===== src/design/esm_pkg.sv =====
package esm_pkg;

  localparam int MaxPatternBytes = 32;
  // Pattern bytes that have a configuration register behind them.
  localparam int RegBytes        = 32;
  localparam int WordBytes       = 8;
  localparam int PatternWords    = RegBytes / WordBytes;
  localparam int LenW            = $clog2(MaxPatternBytes + 1);
  localparam int CfgLenW         = 6;
  localparam int CfgDataW        = 64;
  localparam int CfgIndexW       = 3;
  localparam int PosW            = 32;
  localparam logic [PosW-1:0] PosMax = {PosW{1'b1}};

  typedef enum logic [CfgIndexW-1:0] {
    RegPatternLength = 3'd0,
    RegPatternWord0  = 3'd1,
    RegPatternWord1  = 3'd2,
    RegPatternWord2  = 3'd3,
    RegPatternWord3  = 3'd4
  } cfg_reg_t;

  typedef struct packed {
    logic advance;  // nonzero text byte taken this cycle
    logic clear;    // terminating zero taken this cycle
    logic in_use;   // cell lies within the pattern length
    logic is_last;  // cell holds the final pattern byte
  } cell_ctrl_t;

endpackage


===== src/design/esm_cell.sv =====
module esm_cell import esm_pkg::*; (
  input  logic       clk,
  input  logic       rst,
  input  cell_ctrl_t ctrl,
  input  logic [7:0] text_byte,
  input  logic [7:0] pattern_byte,
  input  logic       prev_bit,
  output logic       match_bit,
  output logic       last_hit
);

  logic bit_next;

  // The prefix ending at this cell survives if the shorter prefix held one byte ago.
  assign bit_next = prev_bit & ctrl.in_use & (text_byte == pattern_byte);
  assign last_hit = bit_next & ctrl.is_last;

  always_ff @(posedge clk) begin
    if (rst) begin
      match_bit <= 1'b0;
    end else if (ctrl.clear) begin
      match_bit <= 1'b0;
    end else if (ctrl.advance) begin
      match_bit <= bit_next;
    end
  end

endmodule


===== src/design/exact_substring_match_stream_core.sv =====
// A result is registered: it appears in the cycle after its text byte is taken.
// Throughput: one byte per cycle; the compare through the row of match
// cells is combinational and the shift registered. A waiting result holds off input
// only until it is taken, and the next byte enters in that same cycle.
// Reset (rst, synchronous): match cells, byte position and output valid clear;
// pattern length returns to 1 and pattern bytes to zero.
module exact_substring_match_stream_core import esm_pkg::*; (
  input  logic                 clk,
  input  logic                 rst,
  input  logic                 cfg_write,
  input  logic [CfgIndexW-1:0] cfg_index,
  input  logic [CfgDataW-1:0]  cfg_data,
  input  logic                 in_valid,
  output logic                 in_ready,
  input  logic [7:0]           text_byte,
  output logic                 out_valid,
  input  logic                 out_ready,
  output logic                 match_found,
  output logic [PosW-1:0]      match_start,
  output logic                 text_end
);

  logic [CfgLenW-1:0]         pattern_length;
  logic [CfgDataW-1:0]        pattern_words [PatternWords];
  logic [PosW-1:0]            position;
  logic [LenW-1:0]            len_eff;
  logic [CfgLenW:0]           len_wide;
  logic                       in_fire;
  logic                       is_end;
  logic                       found;
  logic [PosW-1:0]            start;
  logic [MaxPatternBytes-1:0] cell_bits;
  logic [MaxPatternBytes-1:0] cell_hits;
  logic [MaxPatternBytes-1:0] cell_last;

  assign in_ready = !out_valid || out_ready;
  assign in_fire  = in_valid && in_ready;
  assign is_end   = (text_byte == 8'd0);

  // Configuration registers.
  always_ff @(posedge clk) begin
    if (rst) begin
      pattern_length <= CfgLenW'(1);
      for (int w = 0; w < PatternWords; w++) begin
        pattern_words[w] <= '0;
      end
    end else if (cfg_write) begin
      unique case (cfg_index)
        RegPatternLength: pattern_length <= cfg_data[CfgLenW-1:0];
        RegPatternWord0:  pattern_words[0] <= cfg_data;
        RegPatternWord1:  pattern_words[1] <= cfg_data;
        RegPatternWord2:  pattern_words[2] <= cfg_data;
        RegPatternWord3:  pattern_words[3] <= cfg_data;
        default: ;
      endcase
    end
  end

  // A length of zero acts as one; a length above the cell count is clamped.
  assign len_wide = {1'b0, pattern_length};
  always_comb begin
    priority if (pattern_length == '0) begin
      len_eff = LenW'(1);
    end else if (len_wide > (CfgLenW+1)'(MaxPatternBytes)) begin
      len_eff = LenW'(MaxPatternBytes);
    end else begin
      len_eff = LenW'(len_wide);
    end
  end

  for (genvar i = 0; i < MaxPatternBytes; i++) begin : g_cell
    cell_ctrl_t ctrl;
    logic [7:0] pattern_byte;
    logic       prev_bit;

    if (i < RegBytes) begin : g_reg
      assign pattern_byte = pattern_words[i / WordBytes][(i % WordBytes) * 8 +: 8];
    end else begin : g_none
      // No register here; text bytes are nonzero when compared, so this never matches.
      assign pattern_byte = 8'd0;
    end

    if (i == 0) begin : g_head
      assign prev_bit = 1'b1;
    end else begin : g_link
      assign prev_bit = cell_bits[i-1];
    end

    assign cell_last[i]  = (len_eff == LenW'(i + 1));
    assign ctrl.advance  = in_fire && !is_end;
    assign ctrl.clear    = in_fire && is_end;
    assign ctrl.in_use   = (LenW'(i) < len_eff);
    assign ctrl.is_last  = cell_last[i];

    esm_cell u_cell (
      .clk          (clk),
      .rst          (rst),
      .ctrl         (ctrl),
      .text_byte    (text_byte),
      .pattern_byte (pattern_byte),
      .prev_bit     (prev_bit),
      .match_bit    (cell_bits[i]),
      .last_hit     (cell_hits[i])
    );
  end

  assign found = |cell_hits;
  assign start = position - PosW'(len_eff - LenW'(1));

  always_ff @(posedge clk) begin
    if (rst) begin
      position <= '0;
    end else if (in_fire) begin
      if (is_end) begin
        position <= '0;
      end else if (position != PosMax) begin
        position <= position + PosW'(1);
      end
    end
  end

  always_ff @(posedge clk) begin
    if (rst) begin
      out_valid <= 1'b0;
    end else if (in_fire) begin
      out_valid <= 1'b1;
    end else if (out_ready) begin
      out_valid <= 1'b0;
    end
  end

  always_ff @(posedge clk) begin
    if (in_fire) begin
      match_found <= found && !is_end;
      match_start <= (found && !is_end) ? start : '0;
      text_end    <= is_end;
    end
  end

`ifndef NO_ASSERTIONS
  a_last_onehot: assert property (@(posedge clk) disable iff (rst) $onehot(cell_last))
    else $error("pattern end marker is not on exactly one cell");

  a_end_clears: assert property (@(posedge clk) disable iff (rst)
    in_fire && is_end |=> position == '0 && cell_bits == '0)
    else $error("end of text did not clear the match state");

  a_pos_step: assert property (@(posedge clk) disable iff (rst)
    in_fire && !is_end && position != PosMax |=> position == $past(position) + PosW'(1))
    else $error("byte position did not advance");

  a_end_no_match: assert property (@(posedge clk) disable iff (rst)
    out_valid && text_end |-> !match_found && match_start == '0)
    else $error("match reported on the terminating byte");

  a_hold_bits: assert property (@(posedge clk) disable iff (rst)
    !in_fire |=> $stable(cell_bits) && $stable(position))
    else $error("match state changed without a transaction");
`endif

endmodule


===== config.mk =====
export PLATFORM = sky130hd
export DESIGN_NAME = exact_substring_match_stream_core
export DESIGN_NICKNAME = d
export VERILOG_FILES = /design/src/design/esm_pkg.sv /design/src/design/esm_cell.sv /design/src/design/exact_substring_match_stream_core.sv
export SDC_FILE = /design/constraint.sdc
export NUM_CORES = 1
export LEC_CHECK = 0
export BUFFER_PORTS_ARGS = -buffer_cell sky130_fd_sc_hd__buf_2
export CORE_ASPECT_RATIO = 1.1
export CORE_MARGIN = 5
export CORE_UTILIZATION = 56
export CTS_CLUSTER_DIAMETER = 30
export DETAILED_ROUTE_END_ITERATION = 12
export GPL_ROUTABILITY_DRIVEN = 1
export HOLD_SLACK_MARGIN = 0.05
export PLACE_DENSITY_LB_ADDON = 0.08
export SLEW_MARGIN = 5
export SYNTH_ARGS = -nofsm -noshare
export SYNTH_HDL_FRONTEND = slang
export SYNTH_SLANG_ARGS = --single-unit
export TNS_END_PERCENT = 5

===== constraint.sdc =====
create_clock -name clk -period 4.8 [get_ports clk]
set_clock_uncertainty 0.05 [all_clocks]
set_input_delay 0.48 -clock clk [delete_from_list [all_inputs] [get_ports clk]]
set_output_delay 0.48 -clock clk [all_outputs]
set_load 0.005 [all_outputs]

# == Word level (Yosys, flattened, before mapping) ==
# Memories as Yosys holds them, arrays and structs flattened.
# Index checks and enable logic that the tools add are counted.
# word_totals
ff_bits,104
latchBits,0
mem_bits_rw,256
romBits,0
inputBits,80
word_cells,286
memories,1
# memory_table
memory,words,width,rd,rd_clocked_by_memory_dff,write_ports,line_no,text
pattern_words,4,64,4,0,4,exact_substring_match_stream_core.sv:24,logic [CfgDataW-1:0] pattern_words [PatternWords];
# classes
add_sub_neg,3
mul,0
div_mod_pow,0
n_lt_le_gt_ge,33
n_eq_ne,69
shifts,0
mux,28
bitwise_logic,99
reduce_logical,16
# ops
operator,n
$eq A8 B8 Y1,32
$mux W64,4
$eq A6 B5 Y1 const B,16
$lt A5 B6 Y1 const A,16
$and A1 B1 Y1,95
$mux W32,2
$eq A6 B4 Y1 const B,8
$lt A4 B6 Y1 const A,8
$add A32 B1 Y32 const B,1
$ne A32 B32 Y1 const B,1
$reduce_or A32 Y1,1
$sub A32 B32 Y32,1
$eq A6 B3 Y1 const B,4
$lt A3 B6 Y1 const A,4
$mux W1,20
$eq A6 B2 Y1 const B,2
$lt A1 B6 Y1 const A,2
$lt A2 B6 Y1 const A,2
$mux W6,2
$logic_not A8 Y1,1
$sub A6 B1 Y7 const B,1
$eq A3 B2 Y1 const B,2
$eq A6 B1 Y1 const B,1
$eq A6 B6 Y1 const B,1
other kinds (12),21

# == Longest topological paths before layout ==
# Gate-level depths: netlist of the first run.
# depth
word_depth,9
depth_mapped,19
depth_no_buf,16

# == Hierarchy ==
# From an unflattened synthesis of the first run, not the netlist that was laid out.
# hier_totals
cells_unflattened,1753
hier_area_um2,19636.3
# modules_own_cells
mod,n_inst,cells_each,area_each_um2,seq_area_each_um2
exact_substring_match_stream_core,1,1241,14951.8,9489.1
esm_cell,32,16,146.4,20.0

# == Worst setup path before layout of the first run ==
# OpenSTA, ideal clock, no wires.
# synth_path
path_type,flip-flop to flip-flop
start,register pattern_length[5]
end,register match_start[29] (data pin)
setup_time_ns,0.255
t_arrival_ns,4.522
required_ns,4.495
slack_ns,-0.026
stages_incl_launch_ff,19
n_path_buf,4
synth_period_minus_slack_ns,4.826
cell_sequence,dfxtp_1 > buf_6 > clkbuf_1 > clkbuf_1 > nor2_1 > inv_1 > ha_1 > clkbuf_1 > nand2_1 > ha_1 > a21oi_1 > nand2_1 > nand4b_1 > a31o_1 > a221o_1 > a41o_1 > o41ai_1 > xnor2_1 > and2_1
# synth_via
elab_chain_len,9
elab_cells_between_ends,167
# synth_lines
item,line_no,text
from (decl),exact_substring_match_stream_core.sv:23,logic [CfgLenW-1:0] pattern_length;
from (signal assigned),exact_substring_match_stream_core.sv:43,pattern_length <= CfgLenW'(1);
from (signal assigned),exact_substring_match_stream_core.sv:49,RegPatternLength: pattern_length <= cfg_data[CfgLenW-1:0];
$gt A6 B6 Y1,exact_substring_match_stream_core.sv:64,end else if (len_wide > (CfgLenW+1)'(MaxPatternBytes)) begin
$mux W6,exact_substring_match_stream_core.sv:64,
$mux W6 (*),exact_substring_match_stream_core.sv:62,priority if (pattern_length == '0) begin
"parallel branches: the longest is 6 deep, another holds $sub A32 B32 Y32",n/a,
to (signal assigned),exact_substring_match_stream_core.sv:135,match_start <= (found && !is_end) ? start : '0;
to (decl),exact_substring_match_stream_core.sv:19,"output logic [PosW-1:0] match_start,"
# Every way passes the cells marked *.
# A chain may end at the register's enable or synchronous reset.

# == Worst setup path after layout of the first run ==
# layout_path
start,register pattern_length[1]
end,register match_start[30] (data pin)
# The elaborated chain is that of the path after synthesis.

==> flow_summary.json, run 1 <==
{
  "status": "completed",
  "cts_buffer_depth": 3,
  "fin_crit_sh": 0.920,
  "vias": 13191,
  "drv_slew": 0,
  "syn_area_um2": 18900,
  "placed_area_um2": 20000,
  "start_util": 0.568,
  "critical_path_depth": 16,
  "holdWs_ns": 0.125,
  "cp_slowest_cell": "dfxtp_1",
  "peakVddDrop_v": 0.000321,
  "setup_viol": 0,
  "core-area_um2": 33400,
  "finalNonFillerCells": 2327,
  "slowest_delay_ns": 0.54,
  "period_minus_slack_ns": 4.42,
  "antenna_found_initial": 0,
  "drtIter0Drc": 1093,
  "fin_ws_ns": 0.383,
  "synth-seq-cells": 360,
  "worst_pin_slew_ns": 1.32,
  "drt_first_pass_iters": 5,
  "row_count": 70,
  "layout-drive-gt1-share": 0.157,
  "place_ws_ns": 0.406,
  "yosysTopAreaCellShare": 0.460,
  "drc": 0,
  "dpl.hpwl_mm": 31.8,
  "slew_headroom": 0.116,
  "cts_hold_buf": 0,
  "post-cts-setup-buffer-count": 0,
  "grt-ovfl-total": 0,
  "die_area_um2": 37600,
  "leakagePower_nw": 8.33,
  "routed_via_density": 5.67,
  "synth_area_leaders": "edfxtp_1 (46%), xnor2_1 (9.7%), and2_1 (9.3%)",
  "syn-instance-count": 1690,
  "grt_pass1_vias": 13400,
  "avgRoutedWirePerCell_um": 20.7,
  "grt_pass1_wl_mm": 74.7,
  "grt_max_degree": 65,
  "async_reset_ff_frac": 0,
  "crit_family": "simple AND/OR/NAND/NOR gates",
  "hold_viol_final": 0,
  "path_max_fanout": 12,
  "cts.sinks": 360,
  "yosys.area.top_type": "edfxtp_1",
  "rsz0062_at_grt": "no",
  "ctsHtreeMaxLevel": 3,
  "yosysSeqAreaShare": 0.534,
  "cts_resized": 0,
  "min_path_type": "in2reg",
  "utilization": 0.674,
  "synth_cell_type_count": 71,
  "design_area_um2": 22500,
  "numCtsBuffers": 73,
  "required_ns": 5.08,
  "synth_edf_count": 290,
  "io_pins": 116,
  "avgSynthCellArea_um2": 11.2,
  "synth_most_common_cell": "edfxtp_1",
  "cts-root-buf": "clkbuf_16",
  "final_nets": 1951,
  "dieHeight_um": 203,
  "criticalPathCategory": "reg2reg",
  "cts_tree": "built",
  "powerDensity_nw_per_um2": 414,
  "port-buffer-count": 115,
  "antenna_left": 0,
  "crit_buf_inv": 3,
  "yosys-top-cells-count": "edfxtp_1 (290), and2_1 (282), xnor2_1 (209)",
  "end_kind": "flip-flop",
  "ys_warn_count": 0,
  "place.gp.congestion": 0.936,
  "drv_cap": 0,
  "insertion_delay_ns": 0.57,
  "clk_transition_reported_paths_ns": 0.04,
  "ys.flop_type": "edfxtp_1",
  "area_growth_pct": 18.7,
  "fp.dieW_um": 185,
  "ff2ff_path_depth": 16,
  "grt_usage": 0.256,
  "p_total_mw": 9.31,
  "final.setup.tns_ns": 0,
  "hold_depth": 3,
  "critPathArrivalTime_ns": 4.69,
  "max_freq_mhz": 226,
  "path_cells": "nor2b_1, inv_1, ha_1, buf_4, xnor2_1, ha_1, nor2b_1, o2111ai_1, nand4b_1, or3_1, a21oi_1, buf_4, a21boi_1, a221o_1, mux2i_1, and3_1",
  "critPathLaunchType": "flip-flop",
  "wl_mm": 48.1,
  "synth_nets": 1807,
  "post-place-cells": 2191,
  "n_antenna_cell": 0
}
## report_power, final
group / internal [mW] / switching, mW / leakage, nW
Sequential: 3.55 / 0.0687 / 3.38
Combinational: 0.300 / 0.430 / 3.76
Clock: 3.31 / 1.65 / 1.18
## kinds of logic after synthesis
group / synth area share
compound gates: 0.0653
xor+xnor: 0.142
fa+ha+maj: 0.0248
buf+inv: 0.0287
flops: 0.534
mux: 0.00370
other cells: 0.000198
simple gates: 0.202
## registers in the layout, indices dropped and copies added, names as in the netlist
register / flops
text_end: 1
g_cell.u_cell.match_bit: 31
position: 32
pattern_length: 6
pattern_words: 256
match_start: 32
out_valid: 1
match_found: 1
## metal layers
| metal | part of all wire | wire length [µm] | GRT usage |
|---|---|---|---|
| met4 | 0.022 | 1040 | 0.0776 |
| met2 | 0.51 | 24300 | 0.442 |
| met5 | 0 | 0 | 0 |
| met1 | 0.41 | 19900 | 0.331 |
| met3 | 0.059 | 2830 | 0.0450 |
## cells in the final DEF, fill, tap and decap left out, types with 6 or more instances in the layout
cell | synthesis | layout
bufinv_16 | 0 | 7
and2_1 | 282 | 282
a22oi_1 | 17 | 17
buf_4 | 12 | 44
o21ai_0 | 21 | 21
nand2b_1 | 10 | 9
nand3_1 | 50 | 50
a21o_1 | 16 | 16
clkbuf_16 | 0 | 75
nor4_1 | 32 | 32
a21oi_1 | 68 | 68
clkbuf_1 | 48 | 14
nand4_1 | 50 | 50
and3_1 | 21 | 21
clkinv_1 | 2 | 8
nor3_1 | 31 | 28
xor2_1 | 97 | 97
nor2_1 | 83 | 82
inv_1 | 22 | 22
dfxtp_1 | 70 | 70
nor2b_1 | 16 | 16
edfxtp_1 | 290 | 290
clkinv_2 | 0 | 11
mux2i_1 | 7 | 7
clkinvlp_4 | 0 | 6
or3_1 | 13 | 13
o2111ai_1 | 6 | 6
ha_1 | 36 | 36
buf_2 | 27 | 115
xnor2_1 | 209 | 209
nand2_1 | 70 | 69
## worst register-to-register path: stages, from the launching register on
cell and delay (ns):
dfxtp_1 0.54, nor2b_1 0.35, inv_1 0.15, ha_1 0.24
buf_4 0.20, xnor2_1 0.22, ha_1 0.30, nor2b_1 0.18
o2111ai_1 0.20, nand4b_1 0.22, or3_1 0.41, a21oi_1 0.17
buf_4 0.17, a21boi_1 0.12, a221o_1 0.37, mux2i_1 0.13
and3_1 0.17
## path summary, 6_finish.rpt
kind	startpoint	to	slack (ns)
max	pattern_length[1]	match_start[30]	0.38
min	in_valid	out_valid	0.13
max reg2reg	pattern_length[1]	match_start[30]	0.38
min reg2reg	g_cell[10].u_cell.match_bit	g_cell[10].u_cell.match_bit	0.40
## final cells by class
cell class                      instances  area [µm²]
Multi-Input combinational cell       1214        8350
Clock inverter                         43         460
Fill cell                            2548       10900
Tap cell                              432         541
Clock buffer                           93        1980
Sequential cell                       360       10100
Timing Repair Buffer                  161         946
Inverter                               24        90.1
Power figures use the tool's default switching activity.
==> run 2: changes to the inputs <==
- CORE_UTILIZATION: 56 -> 62
- clock period: 4.8 -> 4.6 ns (I/O delays scaled with it)
==> flow_summary.json, run 2 (same netlist as run 1, synthesis figures left out) <==
{
  "grt-ovfl-total": 0,
  "required_ns": 4.85,
  "start_util": 0.624,
  "area_growth_pct": 19.3,
  "worst_pin_slew_ns": 1.23,
  "crit_family": "compound AO/OA/AOI/OAI gates",
  "wl_mm": 49.5,
  "cts_buffer_depth": 3,
  "path_max_fanout": 11,
  "insertion_delay_ns": 0.57,
  "rsz0062_at_grt": "no",
  "min_path_type": "in2reg",
  "drt_first_pass_iters": 5,
  "dieHeight_um": 193,
  "vias": 13406,
  "io_pins": 116,
  "routed_via_density": 5.81,
  "final.setup.tns_ns": 0,
  "core-area_um2": 30300,
  "layout_common_cells": "edfxtp_1 (290), and2_1 (282), xnor2_1 (209)",
  "grt_max_degree": 65,
  "hold_viol_final": 0,
  "grt_pass1_vias": 13884,
  "wl_met1_mm": 19.9,
  "cts_hold_buf": 0,
  "layout-drive-gt1-share": 0.158,
  "powerDensity_nw_per_um2": 440,
  "port-buffer-count": 115,
  "n_antenna_cell": 0,
  "largest_register_ffs": 256,
  "layout_commonest_cell": "edfxtp_1",
  "final_nets": 1953,
  "die_area_um2": 34100,
  "num-fill-cells": 2097,
  "leakagePower_nw": 8.37,
  "met2_length_mm": 25.2,
  "path_cells": "nor2_1, a21oi_1, nor2_1, inv_1, ha_1, nand2_2, ha_1, a21oi_1, nand2_1, nand4b_1, a31o_1, a221o_1, a41o_1, o41ai_1, xnor2_1, and2_1",
  "rrSetupSlack_ns": 0.37,
  "largest_register": "pattern_words",
  "power_switching_mw": 2.25,
  "min_from": "in_valid",
  "cts.sinks": 360,
  "cp_slowest_cell": "dfxtp_2",
  "dpl.hpwl_mm": 31.8,
  "top_layer_used": "met4",
  "reg.largest.list": "pattern_words (256), match_start (32), position (32)",
  "peakVddDrop_v": 0.000365,
  "ctsHtreeMaxLevel": 3,
  "hold_depth": 3,
  "place.gp.congestion": 0.942,
  "grt_usage": 0.291,
  "fp.dieW_um": 177,
  "ff2ff_path_depth": 16,
  "critPathLaunchType": "flip-flop",
  "swShare": 0.226,
  "cts-root-buf": "clkbuf_16",
  "r2r_end": "match_start[29]",
  "drv_slew": 0,
  "drc": 0,
  "drtIter0Drc": 916,
  "slew_headroom": 0.171,
  "row_count": 67,
  "antenna_found_initial": 0,
  "status": "completed",
  "fin_crit_sh": 0.921,
  "holdPathEnd": "out_valid",
  "max_freq_mhz": 236,
  "numCtsBuffers": 75,
  "p_total_mw": 9.94,
  "grt_pass1_wl_mm": 77.6,
  "period_minus_slack_ns": 4.23,
  "critPathArrivalTime_ns": 4.49,
  "crit_buf_inv": 1,
  "pwr-share-comb": 0.079,
  "antenna_left": 0,
  "end_kind": "flip-flop",
  "seq_power_share": 0.380,
  "clkPwrFrac": 0.541,
  "avgRoutedWirePerCell_um": 21.5,
  "slowest_delay_ns": 0.45,
  "cts_tree": "built",
  "drv_cap": 0,
  "wl_met3_mm": 3.14,
  "criticalPathCategory": "reg2reg",
  "p_int_mw": 7.69,
  "worstReg2RegStart": "pattern_length[1]",
  "clk_transition_reported_paths_ns": 0.04,
  "setup_viol": 0
}
run 2: changes by cell type in the layout (fill, tap and decap cells not counted), sizes merged:
| cell | before | now |
|---|---|---|
| inv | 29 | 27 |
| clkinvlp | 6 | 9 |
| clkinv | 25 | 15 |
| clkbuf | 93 | 99 |
| bufinv | 7 | 9 |
run 2: final cells by class:
class,count,area [µm²],share of cell area
flip-flops and latches,360,10100,0.447
multi-input cells,1214,8350,0.369
clock buffers,99,2080,0.0920
repair buffers,161,996,0.0441
well taps,414,518,0.0229
clock inverters,36,459,0.0203
inverters,24,90.1,0.00399
run 2: power groups by stage:
stage | Clock [mW] | Combinational [mW] | Sequential [mW]
2_1_floorplan | 0 | 0.514 | 3.83
5_1_grt | 5.62 | 0.841 | 3.79
3_5_place_dp | 0 | 0.770 | 3.84
6_report | 5.38 | 0.781 | 3.78
4_1_cts | 5.43 | 0.778 | 3.78
3_3_place_gp | 0 | 0.756 | 3.83
run 2: worst max path at each step:
stage | startpoint | end | slack [ns] | depth (start not counted)
after CTS | pattern_length[1] | match_start[29] | 0.31 | 16
after global placement | pattern_length[1] | match_start[29] | 0.46 | 16
after floorplan | pattern_length[5] | match_start[29] | 0.03 | 18
after global routing | pattern_length[1] | match_start[29] | 0.11 | 17
after detailed placement | pattern_length[1] | match_start[29] | 0.33 | 17
final | pattern_length[1] | match_start[29] | 0.37 | 16
run 2: what timing repair did:
item | CTS | global route
resized for setup | 0 | 1
endpoints found under the setup margin | 0 | 1
buffers inserted | 0 | 0
run 2: layer usage:
metal,track usage,vias up
met1,0.375,6568
met2,0.501,478
li1,-,6254
met3,0.0453,106
met4,0.101,0
met5,0,-
run 2: worst register-to-register path, cell delays in order (launching register included):
cell and delay, ns:
dfxtp_2 0.45, nor2_1 0.08, a21oi_1 0.15, nor2_1 0.07, inv_1 0.11, ha_1 0.32
nand2_2 0.23, ha_1 0.40, a21oi_1 0.21, nand2_1 0.10, nand4b_1 0.22, a31o_1 0.31
a221o_1 0.36, a41o_1 0.31, o41ai_1 0.33, xnor2_1 0.12, and2_1 0.16
run 2: through the flow:
step,std cells,area [µm²],hold WS (ns),utilization,worst slack (ns)
after floorplan,1690,18900,0.377,-,0.0251
after global placement,2173,20100,0.389,0.661,0.461
after detailed placement,2173,20100,0.396,0.661,0.330
after CTS,2308,22600,0.0954,0.745,0.307
after global routing,2308,22600,0.131,0.745,0.107
final,2308,22600,0.106,0.745,0.365
